--- src/design/grr_pkg.sv ---
package grr_pkg;

  localparam int NODE_W    = 6;
  localparam int COUNT_W   = 7;
  localparam int OPCODE_W  = 2;
  localparam int IN_DATA_W  = 16;
  localparam int OUT_DATA_W = 16;

  localparam logic [OPCODE_W-1:0] OP_CONNECT    = 2'd0;
  localparam logic [OPCODE_W-1:0] OP_DISCONNECT = 2'd1;
  localparam logic [OPCODE_W-1:0] OP_QUERY      = 2'd2;

  localparam logic [COUNT_W-1:0] MIN_NODE_COUNT = 7'd2;

endpackage

--- src/design/grr_row_mem.sv ---
module grr_row_mem #(
  parameter int MAX_NODES = 64,
  localparam int AW = (MAX_NODES > 2) ? $clog2(MAX_NODES) : 1
) (
  input  logic                 clk,
  input  logic                 rst_n,
  input  logic                 rd_en,
  input  logic [AW-1:0]        rd_addr,
  output logic [MAX_NODES-1:0] rd_data,
  input  logic                 wr_en,
  input  logic [AW-1:0]        wr_addr,
  input  logic [MAX_NODES-1:0] wr_data
);

  logic [MAX_NODES-1:0] mem [MAX_NODES];
  logic [MAX_NODES-1:0] row_valid_r;
  logic [MAX_NODES-1:0] rd_q_r;
  logic                 rd_vld_r;

  // a row never written since reset reads as no edges
  always_ff @(posedge clk) begin
    if (!rst_n) begin
      row_valid_r <= '0;
      rd_vld_r    <= 1'b0;
    end else begin
      if (wr_en) begin
        row_valid_r[wr_addr] <= 1'b1;
      end
      if (rd_en) begin
        rd_vld_r <= row_valid_r[rd_addr];
      end
    end
  end

  always_ff @(posedge clk) begin
    if (wr_en) begin
      mem[wr_addr] <= wr_data;
    end
    if (rd_en) begin
      rd_q_r <= mem[rd_addr];
    end
  end

  assign rd_data = rd_vld_r ? rd_q_r : '0;

endmodule

--- src/design/grr_seq.sv ---
module grr_seq #(
  parameter int MAX_NODES = 64,
  localparam int AW = (MAX_NODES > 2) ? $clog2(MAX_NODES) : 1
) (
  input  logic                              clk,
  input  logic                              rst_n,
  input  logic                              in_tvalid,
  output logic                              in_tready,
  input  logic [grr_pkg::IN_DATA_W-1:0]     in_tdata,
  output logic                              out_tvalid,
  input  logic                              out_tready,
  output logic [grr_pkg::OUT_DATA_W-1:0]    out_tdata,
  output logic                              out_tlast,
  input  logic [grr_pkg::COUNT_W-1:0]       node_count,
  input  logic [MAX_NODES-1:0]              col_mask,
  output logic                              mem_rd_en,
  output logic [AW-1:0]                     mem_rd_addr,
  input  logic [MAX_NODES-1:0]              mem_rd_data,
  output logic                              mem_wr_en,
  output logic [AW-1:0]                     mem_wr_addr,
  output logic [MAX_NODES-1:0]              mem_wr_data
);
  import grr_pkg::*;

  localparam logic [1:0] S_IDLE  = 2'd0;
  localparam logic [1:0] S_EDIT  = 2'd1;
  localparam logic [1:0] S_SWEEP = 2'd2;
  localparam logic [1:0] S_EMIT  = 2'd3;

  localparam logic [COUNT_W-1:0] MAX_N = COUNT_W'(MAX_NODES);
  localparam logic [MAX_NODES-1:0] ONE_HOT0 = MAX_NODES'(1);

  logic [1:0]           state_r, state_nxt;
  logic [OPCODE_W-1:0]  op_r, op_nxt;
  logic [NODE_W-1:0]    src_r, src_nxt;
  logic [NODE_W-1:0]    dst_r, dst_nxt;
  logic                 edit_ok_r, edit_ok_nxt;
  logic [MAX_NODES-1:0] mask_r, mask_nxt;
  logic [COUNT_W-1:0]   sweeps_r, sweeps_nxt;
  logic                 changed_r, changed_nxt;
  logic [AW-1:0]        row_r, row_nxt;
  logic [COUNT_W-1:0]   emit_r, emit_nxt;
  logic                 out_valid_r, out_valid_nxt;
  logic [NODE_W-1:0]    out_node_r, out_node_nxt;
  logic                 out_energ_r, out_energ_nxt;
  logic [COUNT_W-1:0]   out_sweeps_r, out_sweeps_nxt;
  logic                 out_last_r, out_last_nxt;

  logic [OPCODE_W-1:0]  in_op;
  logic [NODE_W-1:0]    in_src;
  logic [NODE_W-1:0]    in_dst;
  logic                 in_xfer;
  logic [COUNT_W-1:0]   last_node;
  logic [MAX_NODES-1:0] fresh;
  logic [MAX_NODES-1:0] edge_bit;
  logic                 row_end;
  logic                 out_load;

  assign in_op  = in_tdata[OPCODE_W-1:0];
  assign in_src = in_tdata[OPCODE_W +: NODE_W];
  assign in_dst = in_tdata[OPCODE_W+NODE_W +: NODE_W];

  assign in_tready = (state_r == S_IDLE);
  assign in_xfer   = in_tvalid && in_tready;
  assign last_node = node_count - COUNT_W'(1);

  // row unit: targets of an energized source that are not yet energized
  assign fresh    = mask_r[row_r] ? (mem_rd_data & col_mask & ~mask_r) : '0;
  assign row_end  = ({{(COUNT_W-AW){1'b0}}, row_r} == last_node);
  assign edge_bit = ONE_HOT0 << dst_r[AW-1:0];
  assign out_load = (state_r == S_EMIT) && (!out_valid_r || out_tready);

  always_comb begin
    state_nxt      = state_r;
    op_nxt         = op_r;
    src_nxt        = src_r;
    dst_nxt        = dst_r;
    edit_ok_nxt    = edit_ok_r;
    mask_nxt       = mask_r;
    sweeps_nxt     = sweeps_r;
    changed_nxt    = changed_r;
    row_nxt        = row_r;
    emit_nxt       = emit_r;
    out_valid_nxt  = out_valid_r && !out_tready;
    out_node_nxt   = out_node_r;
    out_energ_nxt  = out_energ_r;
    out_sweeps_nxt = out_sweeps_r;
    out_last_nxt   = out_last_r;
    mem_rd_en      = 1'b0;
    mem_rd_addr    = AW'(1);
    mem_wr_en      = 1'b0;
    mem_wr_addr    = src_r[AW-1:0];
    mem_wr_data    = (op_r == OP_CONNECT) ? (mem_rd_data | edge_bit)
                                          : (mem_rd_data & ~edge_bit);
    case (state_r)
      S_IDLE: begin
        if (in_xfer) begin
          op_nxt      = in_op;
          src_nxt     = in_src;
          dst_nxt     = in_dst;
          edit_ok_nxt = ({1'b0, in_src} < MAX_N) && ({1'b0, in_dst} < MAX_N);
          if (in_op == OP_CONNECT || in_op == OP_DISCONNECT) begin
            mem_rd_en   = 1'b1;
            mem_rd_addr = in_src[AW-1:0];
            state_nxt   = S_EDIT;
          end else if (in_op == OP_QUERY) begin
            mask_nxt    = ONE_HOT0 << 1;
            sweeps_nxt  = COUNT_W'(1);
            changed_nxt = 1'b0;
            row_nxt     = AW'(1);
            mem_rd_en   = 1'b1;
            state_nxt   = S_SWEEP;
          end
        end
      end
      S_EDIT: begin
        mem_wr_en = edit_ok_r;
        state_nxt = S_IDLE;
      end
      S_SWEEP: begin
        mask_nxt = mask_r | fresh;
        if (row_end) begin
          if (changed_r || (fresh != '0)) begin
            // start another sweep from row 1
            sweeps_nxt  = sweeps_r + COUNT_W'(1);
            changed_nxt = 1'b0;
            row_nxt     = AW'(1);
            mem_rd_en   = 1'b1;
          end else begin
            emit_nxt  = COUNT_W'(1);
            state_nxt = S_EMIT;
          end
        end else begin
          changed_nxt = changed_r || (fresh != '0);
          row_nxt     = row_r + AW'(1);
          mem_rd_en   = 1'b1;
          mem_rd_addr = row_r + AW'(1);
        end
      end
      S_EMIT: begin
        if (out_load) begin
          out_valid_nxt  = 1'b1;
          out_node_nxt   = emit_r[NODE_W-1:0];
          out_energ_nxt  = mask_r[emit_r[AW-1:0]];
          out_sweeps_nxt = sweeps_r;
          out_last_nxt   = (emit_r == last_node);
          emit_nxt       = emit_r + COUNT_W'(1);
          if (emit_r == last_node) begin
            state_nxt = S_IDLE;
          end
        end
      end
      default: begin
        state_nxt = S_IDLE;
      end
    endcase
  end

  always_ff @(posedge clk) begin
    if (!rst_n) begin
      state_r     <= S_IDLE;
      out_valid_r <= 1'b0;
    end else begin
      state_r     <= state_nxt;
      out_valid_r <= out_valid_nxt;
    end
  end

  always_ff @(posedge clk) begin
    op_r         <= op_nxt;
    src_r        <= src_nxt;
    dst_r        <= dst_nxt;
    edit_ok_r    <= edit_ok_nxt;
    mask_r       <= mask_nxt;
    sweeps_r     <= sweeps_nxt;
    changed_r    <= changed_nxt;
    row_r        <= row_nxt;
    emit_r       <= emit_nxt;
    out_node_r   <= out_node_nxt;
    out_energ_r  <= out_energ_nxt;
    out_sweeps_r <= out_sweeps_nxt;
    out_last_r   <= out_last_nxt;
  end

  assign out_tvalid = out_valid_r;
  assign out_tlast  = out_last_r;
  assign out_tdata  = {{(OUT_DATA_W-NODE_W-1-COUNT_W){1'b0}},
                       out_sweeps_r, out_energ_r, out_node_r};

endmodule

--- src/design/graph_reachability_from_source.sv ---
// Reachability from node 1 over a directed adjacency bit matrix held in an internal
// row memory (rows read empty after reset). An edge connect or disconnect reads the row,
// then writes it, so in_tready drops for one cycle after the transfer. A query energizes
// node 1 and sweeps rows 1..node_count-1, one row per cycle through a single row-update
// unit, until a sweep adds no node. It then loads node_count-1 results into the output
// register, one per cycle when out_tready stays high, and takes the next item once the
// last result sits in the output register, so in_tready stays low through the sweeps
// and the loads.
// node_count is clamped to 2..MAX_NODES and must only be written while the block is idle.
module graph_reachability_from_source #(
  parameter int MAX_NODES = 64
) (
  input  logic                            clk,
  input  logic                            rst_n,
  input  logic                            cfg_we,
  input  logic [grr_pkg::COUNT_W-1:0]     cfg_wdata,   // node_count
  input  logic                            in_tvalid,
  output logic                            in_tready,
  input  logic [grr_pkg::IN_DATA_W-1:0]   in_tdata,    // opcode, from_node, to_node, pad
  output logic                            out_tvalid,
  input  logic                            out_tready,
  output logic [grr_pkg::OUT_DATA_W-1:0]  out_tdata,   // node_index, energized, sweep_count, pad
  output logic                            out_tlast
);
  import grr_pkg::*;

  localparam int AW = (MAX_NODES > 2) ? $clog2(MAX_NODES) : 1;
  localparam logic [COUNT_W-1:0] MAX_N = COUNT_W'(MAX_NODES);

  logic [COUNT_W-1:0]   node_count_r, node_count_nxt;
  logic [MAX_NODES-1:0] col_mask_r, col_mask_nxt;

  logic                 mem_rd_en;
  logic [AW-1:0]        mem_rd_addr;
  logic [MAX_NODES-1:0] mem_rd_data;
  logic                 mem_wr_en;
  logic [AW-1:0]        mem_wr_addr;
  logic [MAX_NODES-1:0] mem_wr_data;

  // clamp the node count and keep the matching column mask
  always_comb begin
    node_count_nxt = node_count_r;
    if (cfg_we) begin
      if (cfg_wdata < MIN_NODE_COUNT) begin
        node_count_nxt = MIN_NODE_COUNT;
      end else if (cfg_wdata > MAX_N) begin
        node_count_nxt = MAX_N;
      end else begin
        node_count_nxt = cfg_wdata;
      end
    end
    for (int j = 0; j < MAX_NODES; j++) begin
      col_mask_nxt[j] = (COUNT_W'(j) < node_count_nxt);
    end
  end

  always_ff @(posedge clk) begin
    if (!rst_n) begin
      node_count_r <= MAX_N;
      col_mask_r   <= '1;
    end else begin
      node_count_r <= node_count_nxt;
      col_mask_r   <= col_mask_nxt;
    end
  end

  grr_row_mem #(
    .MAX_NODES (MAX_NODES)
  ) u_row_mem (
    .clk     (clk),
    .rst_n   (rst_n),
    .rd_en   (mem_rd_en),
    .rd_addr (mem_rd_addr),
    .rd_data (mem_rd_data),
    .wr_en   (mem_wr_en),
    .wr_addr (mem_wr_addr),
    .wr_data (mem_wr_data)
  );

  grr_seq #(
    .MAX_NODES (MAX_NODES)
  ) u_seq (
    .clk         (clk),
    .rst_n       (rst_n),
    .in_tvalid   (in_tvalid),
    .in_tready   (in_tready),
    .in_tdata    (in_tdata),
    .out_tvalid  (out_tvalid),
    .out_tready  (out_tready),
    .out_tdata   (out_tdata),
    .out_tlast   (out_tlast),
    .node_count  (node_count_r),
    .col_mask    (col_mask_r),
    .mem_rd_en   (mem_rd_en),
    .mem_rd_addr (mem_rd_addr),
    .mem_rd_data (mem_rd_data),
    .mem_wr_en   (mem_wr_en),
    .mem_wr_addr (mem_wr_addr),
    .mem_wr_data (mem_wr_data)
  );

endmodule

--- config.mk ---
export PLATFORM = sky130hd
export DESIGN_NAME = graph_reachability_from_source
export DESIGN_NICKNAME = d
export VERILOG_FILES = /design/src/design/grr_pkg.sv /design/src/design/grr_row_mem.sv /design/src/design/grr_seq.sv /design/src/design/graph_reachability_from_source.sv
export SDC_FILE = /design/constraint.sdc
export NUM_CORES = 2
export LEC_CHECK = 0
export BUFFER_PORTS_ARGS = -buffer_cell sky130_fd_sc_hd__buf_2
export CAP_MARGIN = 25
export CELL_PAD_IN_SITES_DETAIL_PLACEMENT = 0
export CELL_PAD_IN_SITES_GLOBAL_PLACEMENT = 2
export CORE_MARGIN = 2
export CORE_UTILIZATION = 35
export DETAILED_ROUTE_END_ITERATION = 7
export PLACE_DENSITY_LB_ADDON = 0.1
export SETUP_SLACK_MARGIN = 0.4
export SKIP_LAST_GASP = 1
export SLEW_MARGIN = 20
export SYNTH_ARGS = -nofsm -noshare
export SYNTH_HDL_FRONTEND = slang
export SYNTH_SLANG_ARGS = --single-unit
--- constraint.sdc ---
create_clock -name clk -period 18.87 [get_ports clk]
set_input_delay 1.887 -clock clk [delete_from_list [all_inputs] [get_ports clk]]
set_output_delay 1.887 -clock clk [all_outputs]
set_load 0.02 [all_outputs]
==> results.cfg <==
[grt]
maximum_number_of_pins_on_one_net_before_global_route_repair = 165
grtUsageTotal = 0.238
grt_pass1_wl_microns = 841000
grt_pass1_vias = 103000
grt_antenna_before_repair = 21
grt_overflow = 0

[hold_path]
min_path_type = reg -> reg

[clocking]
clk_pin_slew_worst_paths_ns = 0.06
hold_buffers = 0
cts_buffers = 485
tritoncts = built
htree_num_levels = 5
clock_latency_ns = 1.07
cts.sink_count = 4412
cts_post_setup_buffers_inserted = 0
post_cts_resize_count = 0
cts_buffer_depth = 4
cts_root_buf = clkbuf_16

[die]
die_height_microns = 707
io_pins = 47
die_x_microns = 707
floorplan.initialDensity = 0.351
die-area_sq_um = 499000
rows = 258
design.core.area_sq_um = 493000

[timing]
hold_slack_ns = 0.463
final_critical_path_setup_slack_ns = 10.79
setup_viol = 0
setup_repair_after_global_routing_missed_its_margin = false
finalClockSkew_ns = 0.0796
timing.setup.tns_ns = 0
final.period_utilization = 0.428
fmax_ghz = 0.124
timing.max_slew.rel_slack = 0.273
worst_max_slew_pin_slew_ns = 1.09
report.final.slew_viol_count = 0
finalCriticalPeriod_ns = 8.08
final-hold-violation-count = 0

[pwr]
finalPower_mw = 22.0
leakage_nw = 65.2
power.ir.vdd_worst_uv = 99.5
pwr_density_cell_nw_per_um2 = 111

[logic_synthesis]
synth_seq_area_share = 0.759
yosys_most_used_dff = edfxtp_1
synthesis.area_sq_um = 173000
largest_cells_by_area_after_synthesis = edfxtp_1 74%, nand2_1 7.5%, mux2i_1 2.3%
syn_avg_cell_area_sq_um = 14.1
post_synth_xor_area_fraction = 0.00170
synth_seq_cells = 4412
synth_simple_gate_area_frac = 0.136
synth-adder-area-share = 0.000290
post_synth_mux_area_share = 0.0286
yosys.area.top_type = edfxtp_1
synth_cell_types = 79
ys_top_cells_by_count = 4274 x edfxtp_1, 3474 x nand2_1, 794 x nand3_1
post-synth-top-count-cell = edfxtp_1
synth-edff-count = 4274
synth_cells = 12300
yosys_warnings = 0
synth-async-reset-ratio = 0
largest_family_of_logic_cells_by_synthesized_area = simple AND/OR/NAND/NOR gates
yosys.area.top_type_share = 0.743
synth-compound-area-share = 0.0542

[critical_path]
crit_path_max_fanout = 72
cpMaxStageDelayCell = buf_4
crit_required_ns = 19.65
critical-path-top-cell-by-count = buf_4
critical-path-max-stage-delay_ns = 0.84
path_class = in -> reg
cp-start-kind = input port
worstPathCellList = buf_2 > nor3b_4 > buf_4 > nor2b_1 > nand2b_1 > a21boi_2 > buf_4 > nand2_4 > buf_4 > buf_4 > buf_4 > buf_4 > mux2i_1 > a32oi_1 > nand4_1 > and4_1 > nand4_1
critPathCaptureType = flop
crit_buf_inv = 7
worst_ep_arrival_time_ns = 8.86
critical-path-top-delay-family = buffers and inverters

[place]
hpwlAfterDp_microns = 333000
detailed_place.area_sq_um = 182000
place_congestion = 0.847
io_buffer_count = 42
dpl.cell_count = 18400
placement.setup.worst_slack_ns = 9.73

[drt]
vias_per_cell = 5.57
drc = 0
post_drt_wl_per_cell_microns = 31.7
detailed_route_wire_length_microns = 613000
met2_wirelength_microns = 295000
topRoutingLayerUsed = met5
drt-initial-drc-count = 10800
drt.antenna.violating_nets = 0
via_count = 108000
routed-wl-met3_microns = 33200
wl_met1_microns = 268000
drt_pass1_iterations = 6

[final_layout]
syn_to_final_growth_pct = 14.5
layout.nets = 12400
fillers = 45200
post_route_cells_drive_above_1_share = 0.104
finalInstanceArea_sq_um = 198000
fin_cells = 19300
finalCoreUtilization = 0.402

[outcome]
status = complete, no violations

[flow_run]
timing.max_cap.violations = 0
[area by class of cell]
class	count	area [sq um]	share of cell area
inverter	22	82.6	0.000417
clock inverter	283	2590	0.0131
timing repair buffer	452	3640	0.0184
clock buffer	609	12700	0.0644
sequential	4412	131000	0.663
tap	6500	8130	0.0411
multi-input combinational	7032	39600	0.200
antenna	4	10.0	0.0000506
[logic make-up (layout without fill, tap and decap cells)]
kind of cell | Yosys count | count (layout)
DFF | 4412 | 4412
other | 1 | 6
AOI/OAI and AO/OA | 1200 | 1200
and+or+nand+nor | 5353 | 5353
buffers and inverters | 834 | 1366
xor gates and xnor gates | 31 | 31
adders and majority gates | 4 | 4
muxes | 442 | 442
[cell usage in the layout, fill, tap and decap left out, types with 22 or more instances in the layout]
master     Yosys  final
mux4_2        41     41
buf_4          9    380
a21oi_1       32     32
a211oi_1      74     74
o21ai_4        0     39
clkbuf_16      0    488
nand2_1     3474   3471
o22ai_1       33     33
buf_12         0     24
o21a_1        72     71
nand4_1      259    259
a311oi_1     323    323
and4_1        63     63
clkinv_1       0    120
buf_2        273     44
mux2i_1      400    397
nor4_1        70     68
clkbuf_1     475    113
nand3_1      794    794
bufinv_16      0     34
a31oi_1      191    191
nor2_1       205    135
a32oi_1      324    324
o21ai_0       68     28
inv_1         22     22
clkinv_2       0     90
dfxtp_1      138    137
edfxtp_1    4274   4274
nor2_4         1     74
and3_1       401    401
[registers in the layout (all words and copies together), names as in the netlist]
| register | cells |
|---|---|
| u_row_mem.mem | 4096 |
| u_row_mem.rd_q_r | 64 |
| u_row_mem.row_valid_r | 64 |
| u_seq.mask_r | 64 |
| col_mask_r | 63 |
| node_count_r | 7 |
| u_seq.emit_r | 7 |
| u_seq.out_sweeps_r | 7 |
| u_seq.sweeps_r | 7 |
| u_seq.dst_r | 6 |
| u_seq.mem_wr_addr | 6 |
| u_seq.out_node_r | 6 |
| u_seq.row_r | 6 |
| u_seq.op_r | 2 |
| u_seq.state_r | 2 |
| u_row_mem.rd_vld_r | 1 |
| u_seq.changed_r | 1 |
| u_seq.out_energ_r | 1 |
| u_seq.out_tlast | 1 |
| u_seq.out_tvalid | 1 |
[worst paths after layout]
check / slack (ns) / to / cells past startpoint / start
min reg2reg: 0.46 / u_row_mem.row_valid_r[45] / 1 / u_row_mem.row_valid_r[45]
min: 0.46 / u_row_mem.row_valid_r[45] / 1 / u_row_mem.row_valid_r[45]
max: 10.79 / u_row_mem.rd_q_r[9] / 17 / in_tvalid
max reg2reg: 11.51 / u_row_mem.rd_q_r[9] / 16 / u_seq.state_r[1]
[routing by layer]
layer  up-vias  global-route usage
li1      46700                   -
met1     56600               0.330
met2      3420               0.399
met3       835              0.0276
met4         2              0.0632
met5         -                   0
[power by group]
group          leakage [nW]  internal [mW]  total [mW]  switching (mW)
sequential             40.3           10.8        10.9           0.107
combinational          17.5          0.479        1.84            1.36
clock                  7.48           5.23        9.21            3.98
No activity file was read; power rests on OpenSTA's default activity.
